`config.mk`:
```
export PLATFORM = sky130hd
export DESIGN_NAME = sha256_stream_hasher
export DESIGN_NICKNAME = d
export VERILOG_FILES = /design/src/sv/sha256_pkg.sv /design/src/sv/sha256_round.sv /design/src/sv/sha256_sched.sv /design/src/sv/sha256_stream_hasher.sv
export SDC_FILE = /design/constraint.sdc
export NUM_CORES = 2
export LEC_CHECK = 0
export BUFFER_PORTS_ARGS = -buffer_cell sky130_fd_sc_hd__buf_2
export CAP_MARGIN = 20
export CORE_ASPECT_RATIO = 0.6
export CORE_MARGIN = 2
export CORE_UTILIZATION = 50
export DETAILED_ROUTE_END_ITERATION = 12
export GPL_TIMING_DRIVEN = 1
export PLACE_DENSITY = 0.65
export SLEW_MARGIN = 10
export SYNTH_ARGS = -nofsm -noshare
export SYNTH_HDL_FRONTEND = slang
export SYNTH_SLANG_ARGS = --single-unit
```
`constraint.sdc`:
```
create_clock -name clk -period 35.9 [get_ports clk]
set_input_delay 7.18 -clock clk [delete_from_list [all_inputs] [get_ports clk]]
set_output_delay 7.18 -clock clk [all_outputs]
set_load 0.005 [all_outputs]
```
`src/sv/sha256_pkg.sv`:
```
package sha256_pkg;

  localparam int BLOCK_BYTES = 64;
  localparam int POS_W       = $clog2(BLOCK_BYTES);
  localparam int LEN_OFFSET  = BLOCK_BYTES - 8;
  localparam int ROUNDS      = 64;
  localparam int ROUND_W     = $clog2(ROUNDS);

  localparam logic [7:0] PAD_BYTE = 8'h80;

  typedef logic [31:0] word_t;
  typedef logic [7:0][31:0] vars_t;

  typedef enum logic [2:0] {
    ST_IDLE,
    ST_ROUND,
    ST_FINAL,
    ST_PAD,
    ST_OUT
  } state_t;

  typedef struct packed {
    logic  push;
    logic  step;
    word_t word;
  } sched_ctl_t;

  localparam vars_t HASH_IV = {
    32'h5be0cd19, 32'h1f83d9ab, 32'h9b05688c, 32'h510e527f,
    32'ha54ff53a, 32'h3c6ef372, 32'hbb67ae85, 32'h6a09e667
  };

  localparam word_t ROUND_K [ROUNDS] = '{
    32'h428a2f98, 32'h71374491, 32'hb5c0fbcf, 32'he9b5dba5,
    32'h3956c25b, 32'h59f111f1, 32'h923f82a4, 32'hab1c5ed5,
    32'hd807aa98, 32'h12835b01, 32'h243185be, 32'h550c7dc3,
    32'h72be5d74, 32'h80deb1fe, 32'h9bdc06a7, 32'hc19bf174,
    32'he49b69c1, 32'hefbe4786, 32'h0fc19dc6, 32'h240ca1cc,
    32'h2de92c6f, 32'h4a7484aa, 32'h5cb0a9dc, 32'h76f988da,
    32'h983e5152, 32'ha831c66d, 32'hb00327c8, 32'hbf597fc7,
    32'hc6e00bf3, 32'hd5a79147, 32'h06ca6351, 32'h14292967,
    32'h27b70a85, 32'h2e1b2138, 32'h4d2c6dfc, 32'h53380d13,
    32'h650a7354, 32'h766a0abb, 32'h81c2c92e, 32'h92722c85,
    32'ha2bfe8a1, 32'ha81a664b, 32'hc24b8b70, 32'hc76c51a3,
    32'hd192e819, 32'hd6990624, 32'hf40e3585, 32'h106aa070,
    32'h19a4c116, 32'h1e376c08, 32'h2748774c, 32'h34b0bcb5,
    32'h391c0cb3, 32'h4ed8aa4a, 32'h5b9cca4f, 32'h682e6ff3,
    32'h748f82ee, 32'h78a5636f, 32'h84c87814, 32'h8cc70208,
    32'h90befffa, 32'ha4506ceb, 32'hbef9a3f7, 32'hc67178f2
  };

  function automatic word_t rotr(word_t x, int unsigned n);
    return word_t'((x >> n) | (x << (32 - n)));
  endfunction

  function automatic word_t big_sig0(word_t x);
    return rotr(x, 2) ^ rotr(x, 13) ^ rotr(x, 22);
  endfunction

  function automatic word_t big_sig1(word_t x);
    return rotr(x, 6) ^ rotr(x, 11) ^ rotr(x, 25);
  endfunction

  function automatic word_t small_sig0(word_t x);
    return rotr(x, 7) ^ rotr(x, 18) ^ (x >> 3);
  endfunction

  function automatic word_t small_sig1(word_t x);
    return rotr(x, 17) ^ rotr(x, 19) ^ (x >> 10);
  endfunction

endpackage

```
`src/sv/sha256_round.sv`:
```
module sha256_round
  import sha256_pkg::*;
(
  input  vars_t vars,
  input  word_t k,
  input  word_t w,
  output vars_t vars_next
);

  word_t t1;
  word_t t2;
  word_t choose;
  word_t major;

  always_comb begin
    choose = (vars[4] & vars[5]) ^ (~vars[4] & vars[6]);
    major  = (vars[0] & vars[1]) ^ (vars[0] & vars[2]) ^ (vars[1] & vars[2]);
    t1     = vars[7] + big_sig1(vars[4]) + choose + k + w;
    t2     = big_sig0(vars[0]) + major;
    vars_next[0] = t1 + t2;
    vars_next[1] = vars[0];
    vars_next[2] = vars[1];
    vars_next[3] = vars[2];
    vars_next[4] = vars[3] + t1;
    vars_next[5] = vars[4];
    vars_next[6] = vars[5];
    vars_next[7] = vars[6];
  end

endmodule

```
`src/sv/sha256_sched.sv`:
```
module sha256_sched
  import sha256_pkg::*;
(
  input  logic       clk,
  input  sched_ctl_t ctl,
  output word_t      w_cur
);

  // 16-word window, entry 0 is the word of the current round
  word_t win [16];
  word_t w_new;

  assign w_new = small_sig1(win[14]) + win[9] + small_sig0(win[1]) + win[0];
  assign w_cur = win[0];

  always_ff @(posedge clk) begin
    if (ctl.push || ctl.step) begin
      for (int i = 0; i < 15; i++) begin
        win[i] <= win[i + 1];
      end
      win[15] <= ctl.step ? w_new : ctl.word;
    end
  end

endmodule

```
`src/sv/sha256_stream_hasher.sv`:
```
// channel  | direction | handshake           | payload
// ---------+-----------+---------------------+---------------------------------------
// in       | input     | in_valid / in_ready | message_byte, byte_present, message_end
// out      | output    | out_valid/out_ready | digest_word, word_index, digest_last
//
// a byte item is written into the block; the byte that fills a block also runs 64 rounds + add
// a final item pads one byte per cycle (up to 72 bytes), runs one or two compressions of
// 64 rounds + add each, then holds 8 digest items, one per cycle while out_ready is high
// in_ready is low from the block-filling byte until the round unit and add are done
// reset is synchronous; no memory clearing pass
module sha256_stream_hasher
  import sha256_pkg::*;
(
  input  logic        clk,
  input  logic        rst,
  input  logic        in_valid,
  output logic        in_ready,
  input  logic [7:0]  message_byte,
  input  logic        byte_present,
  input  logic        message_end,
  output logic        out_valid,
  input  logic        out_ready,
  output logic [31:0] digest_word,
  output logic [2:0]  word_index,
  output logic        digest_last
);

  state_t             state;
  state_t             state_next;
  logic [ROUND_W-1:0] round_ctr;
  logic [POS_W-1:0]   pos;
  logic [23:0]        acc;
  logic [60:0]        byte_count;
  vars_t              hash;
  vars_t              vars;
  vars_t              vars_next;
  logic               pending_end;
  logic               pad_mode;
  logic               pad_first;
  logic               len_ok;
  logic [2:0]         out_idx;

  logic               accept_in;
  logic               accept_out;
  logic               wr_en;
  logic [7:0]         wr_byte;
  logic [7:0]         len_byte;
  logic [63:0]        bit_len;
  logic               pos_last;
  sched_ctl_t         sched_ctl;
  word_t              w_cur;

  assign accept_in  = in_valid && in_ready;
  assign accept_out = out_valid && out_ready;
  assign pos_last   = (pos == POS_W'(BLOCK_BYTES - 1));
  assign bit_len    = {byte_count, 3'b000};
  assign len_byte   = bit_len[{~pos[2:0], 3'b000} +: 8];

  // next state
  always_comb begin
    state_next = state;
    case (state)
      ST_IDLE: begin
        if (accept_in) begin
          if (byte_present && pos_last) begin
            state_next = ST_ROUND;
          end else if (message_end) begin
            state_next = ST_PAD;
          end
        end
      end
      ST_ROUND: begin
        if (round_ctr == ROUND_W'(ROUNDS - 1)) begin
          state_next = ST_FINAL;
        end
      end
      ST_FINAL: begin
        if (pad_mode) begin
          state_next = len_ok ? ST_OUT : ST_PAD;
        end else begin
          state_next = pending_end ? ST_PAD : ST_IDLE;
        end
      end
      ST_PAD: begin
        if (pos_last) begin
          state_next = ST_ROUND;
        end
      end
      ST_OUT: begin
        if (out_ready && out_idx == 3'd7) begin
          state_next = ST_IDLE;
        end
      end
      default: state_next = ST_IDLE;
    endcase
  end

  // outputs and byte path control
  always_comb begin
    in_ready  = (state == ST_IDLE);
    out_valid = (state == ST_OUT);
    wr_en     = 1'b0;
    wr_byte   = message_byte;
    case (state)
      ST_IDLE: begin
        wr_en = in_valid && byte_present;
      end
      ST_PAD: begin
        wr_en = 1'b1;
        if (pad_first) begin
          wr_byte = PAD_BYTE;
        end else if (len_ok && pos >= POS_W'(LEN_OFFSET)) begin
          wr_byte = len_byte;
        end else begin
          wr_byte = 8'h00;
        end
      end
      default: begin
        wr_en = 1'b0;
      end
    endcase
    sched_ctl.push = wr_en && (pos[1:0] == 2'b11);
    sched_ctl.step = (state == ST_ROUND);
    sched_ctl.word = {acc, wr_byte};
  end

  assign digest_word = hash[out_idx];
  assign word_index  = out_idx;
  assign digest_last = (out_idx == 3'd7);

  sha256_sched u_sched (
    .clk   (clk),
    .ctl   (sched_ctl),
    .w_cur (w_cur)
  );

  sha256_round u_round (
    .vars      (vars),
    .k         (ROUND_K[round_ctr]),
    .w         (w_cur),
    .vars_next (vars_next)
  );

  always_ff @(posedge clk) begin
    if (rst) begin
      state       <= ST_IDLE;
      round_ctr   <= '0;
      pos         <= '0;
      byte_count  <= '0;
      hash        <= HASH_IV;
      pending_end <= 1'b0;
      pad_mode    <= 1'b0;
      pad_first   <= 1'b0;
      len_ok      <= 1'b0;
      out_idx     <= '0;
    end else begin
      state <= state_next;
      if (wr_en) begin
        pos <= pos + 1'b1;
      end
      if (accept_in && byte_present) begin
        byte_count <= byte_count + 1'b1;
      end
      if (accept_in && byte_present && pos_last) begin
        pending_end <= message_end;
      end
      if (state != ST_PAD && state_next == ST_PAD && !pad_mode) begin
        pad_mode  <= 1'b1;
        pad_first <= 1'b1;
      end
      if (state == ST_PAD) begin
        pad_first <= 1'b0;
        if (pad_first && pos < POS_W'(LEN_OFFSET)) begin
          len_ok <= 1'b1;
        end
      end
      if (state != ST_ROUND && state_next == ST_ROUND) begin
        round_ctr <= '0;
      end else if (state == ST_ROUND) begin
        round_ctr <= round_ctr + 1'b1;
      end
      if (state == ST_FINAL) begin
        for (int i = 0; i < 8; i++) begin
          hash[i] <= hash[i] + vars[i];
        end
        pending_end <= 1'b0;
        if (pad_mode && !len_ok) begin
          len_ok <= 1'b1;
        end
      end
      if (accept_out) begin
        out_idx <= out_idx + 1'b1;
        if (out_idx == 3'd7) begin
          hash       <= HASH_IV;
          byte_count <= '0;
          pos        <= '0;
          pad_mode   <= 1'b0;
          len_ok     <= 1'b0;
        end
      end
    end
  end

  // partial word and working variables
  always_ff @(posedge clk) begin
    if (wr_en) begin
      acc <= {acc[15:0], wr_byte};
    end
    if (state != ST_ROUND && state_next == ST_ROUND) begin
      vars <= hash;
    end else if (state == ST_ROUND) begin
      vars <= vars_next;
    end
  end

  a_no_overlap: assert property (@(posedge clk) disable iff (rst)
    !(in_ready && out_valid))
    else $error("input and output open together");

  a_round_done: assert property (@(posedge clk) disable iff (rst)
    (state == ST_ROUND && round_ctr == ROUND_W'(ROUNDS - 1)) |=> (state == ST_FINAL))
    else $error("compression did not finish after last round");

  a_out_block_aligned: assert property (@(posedge clk) disable iff (rst)
    out_valid |-> (pos == '0 && pad_mode && len_ok))
    else $error("digest shown before final block");

  a_reinit: assert property (@(posedge clk) disable iff (rst)
    (accept_out && digest_last) |=> (byte_count == '0 && hash == HASH_IV && in_ready))
    else $error("hash state not re-initialized after digest");

endmodule
```
==> metrics.cfg <==
[yosys]
synth_top_area_share_pct=34.3
yosysTopAreaCell=edfxtp_1
seq_area_frac_synth_pct=44.1
synth.avg_cell_area_um2=10.2
async_flop_share_pct=0
synth_ff_type=edfxtp_1
netlist_area_um2=69200
ys_top_cells_by_area=edfxtp_1, dfxtp_1, ha_1
yosys_warnings=0
syn_nets=7405
synth_edf_count=792
synth_cells=6791
synth_cell_types=103
ys_ff_latch=1131

[grt]
antenna_found_initial=9
overflow=0
grt_pass1_vias=47900
grt_pass1_wl_mm=325
grt_use_total_pct=30.9
grt_max_degree=136

[cells_and_area]
fillers=12000
layout_common_cells=nand2_1, edfxtp_1, a21oi_1, xnor2_1, ha_1
layout.nets=7335
area_growth_pct=8.27
layout_commonest_cell=nand2_1
drive_gt1_share_pct=7.54

[sta]
report.final.hold_viol_count=0
rsz0062_at_grt=no
drv_slew=0
min_period_ns=11.43
worstMarginPinSlew_ns=1.22
setup_tns_ns=0
fmax_ghz=0.0875
clock_skew_ns=0.0494
slew_headroom_pct=18.7
finalSetupViolCount=0
period_share_pct=31.8

[cts]
cts_tree=built
numCtsBuffers=108
ctsResizeCount=0
cts_root_buf=clkbuf_16
clock_latency_ns=0.77
cts_num_sinks=1131
ctsLongestPathBuffers=3
clk_pin_slew_ns=0.06
postCtsHoldBufs=0
cts_max_level=3
cts_setup_buffers=0

[setup_path]
reg2reg_to=vars[30]
worstPathArrival_ns=11.79
timing.rr.start=round_ctr[1]
worstSetupEndpointType=flop
r2r_setup_slack_ns=25.46
ff2ff_path_depth=36
required_ns=36.26
startpoint_type=input pin
criticalPathCategory=input pin to flop
path_max_fanout=85

[floorplanning]
coreArea_um2=137000
num_rows=105
initial_core_util_pct=50.5
die_w_um=484
io_pins=52
die_area_um2=142000
die_h_um=292

[drt]
wl_met2_mm=79.3
drt-total-wl_mm=222
route.detailed.drc=0
drtPass1Iterations=6
via_count=52600
vias_per_cell=6.09
detail-route-antenna-nets=0
wl_per_cell_um=25.7
route.met3.wl_mm=32.7
top_layer_used=met5
wl_met1_mm=107
drt_iter0_drc=7170

[worst_hold_path]
hp-class=flop to flop
hold_end=u_sched.win[3][2]
hold_start=u_sched.win[4][2]
min_path_cells=0

[flow_run]
maxCapViolCount=0

[placed_design]
portBuffers=51
hpwl_mm=167
gp_congestion=1.01

[outcome]
status=completed

-- cell families (layout without fill, tap and decap cells) --
logic type / Yosys count / after routing / share of synthesized area, %
AOI/OAI and AO/OA: 1554 / 1554 / 14.3
xor gates and xnor gates: 622 / 622 / 7.87
adders and majority gates: 621 / 621 / 13.3
buffers and inverters: 662 / 684 / 3.60
DFF: 1131 / 1131 / 44.1
muxes: 171 / 171 / 4.10
other: 0 / 6 / 0
and+or+nand+nor: 2030 / 2030 / 12.7
-- metrics by stage --
step | std cells | setup slack, ns | area, µm² | util (%) | hold slack, ns
CTS | 8631 | 24.48 | 74900 | 54.7 | 0.397
global placement | 8429 | 23.80 | 71300 | 52.0 | 0.400
finish | 8638 | 24.47 | 75000 | 54.7 | 0.397
floorplan | 6791 | 15.74 | 69200 | - | 0.400
detailed placement | 8429 | 23.66 | 71300 | 52.0 | 0.405
global route | 8633 | 24.09 | 75000 | 54.7 | 0.398
-- cells in the mapped netlist, drive strengths merged (47+ instances only) --
library cell and number:
a211oi 72, a21o 171, a21oi 506, a31oi 47, and3 55, clkbuf 276
dfxtp 339, edfxtp 792, fa 196, ha 404, inv 348, mux2 63
mux4 84, nand2 1150, nand2b 54, nand3 116, nor2 367, nor3 89
o211ai 103, o21a 56, o21ai 336, o21bai 52, xnor2 413, xor2 209
-- worst max-delay path, cell delays in order --
cell and delay (ns):
buf_2 0.10, nand4b_1 0.29, nand2_1 0.17, buf_4 0.38, nand2_1 0.19, nand2_4 0.67
buf_4 0.80, buf_4 0.85, buf_4 0.94
-- final cells by class --
cell class,instances,area [µm²],area share [%]
Multi-Input combinational cell,4998,36300,48.4
Timing Repair Buffer,131,868,1.16
Tap cell,1819,2280,3.04
Sequential cell,1131,30600,40.8
Antenna cell,6,15.0,0.0200
Clock buffer,136,2900,3.87
Inverter,351,1320,1.76
Clock inverter,66,749,1.00
-- flip-flops by register name, indices dropped and copies added, names as in the netlist, 3 cells and up --
| signal | cells |
|---|---|
| pos | 6 |
| u_sched.win | 512 |
| acc | 24 |
| word_index | 3 |
| state | 3 |
| hash | 256 |
| byte_count | 61 |
| round_ctr | 6 |
| vars | 256 |
-- metal layers --
layer  GRT usage [%]  up-vias
met1            50.8    25700
li1                -    24000
met3            12.2      192
met5               0        -
met2            37.1     2653
met4            4.48        2
-- worst max-delay path by stage --
stage	startpoint	to	slack, ns	depth (start not counted)
floorplan	byte_present	u_sched.win[0][0]	15.74	4
detailed placement	in_valid	u_sched.win[12][24]	23.66	9
global placement	in_valid	u_sched.win[0][24]	23.80	9
CTS	in_valid	u_sched.win[12][24]	24.48	9
finish	in_valid	u_sched.win[13][25]	24.47	9
global route	in_valid	u_sched.win[3][23]	24.09	9
Power is left out: the tool's default activity adds up to more than one toggle a clock period on the data nets, which glitch-free logic cannot reach.
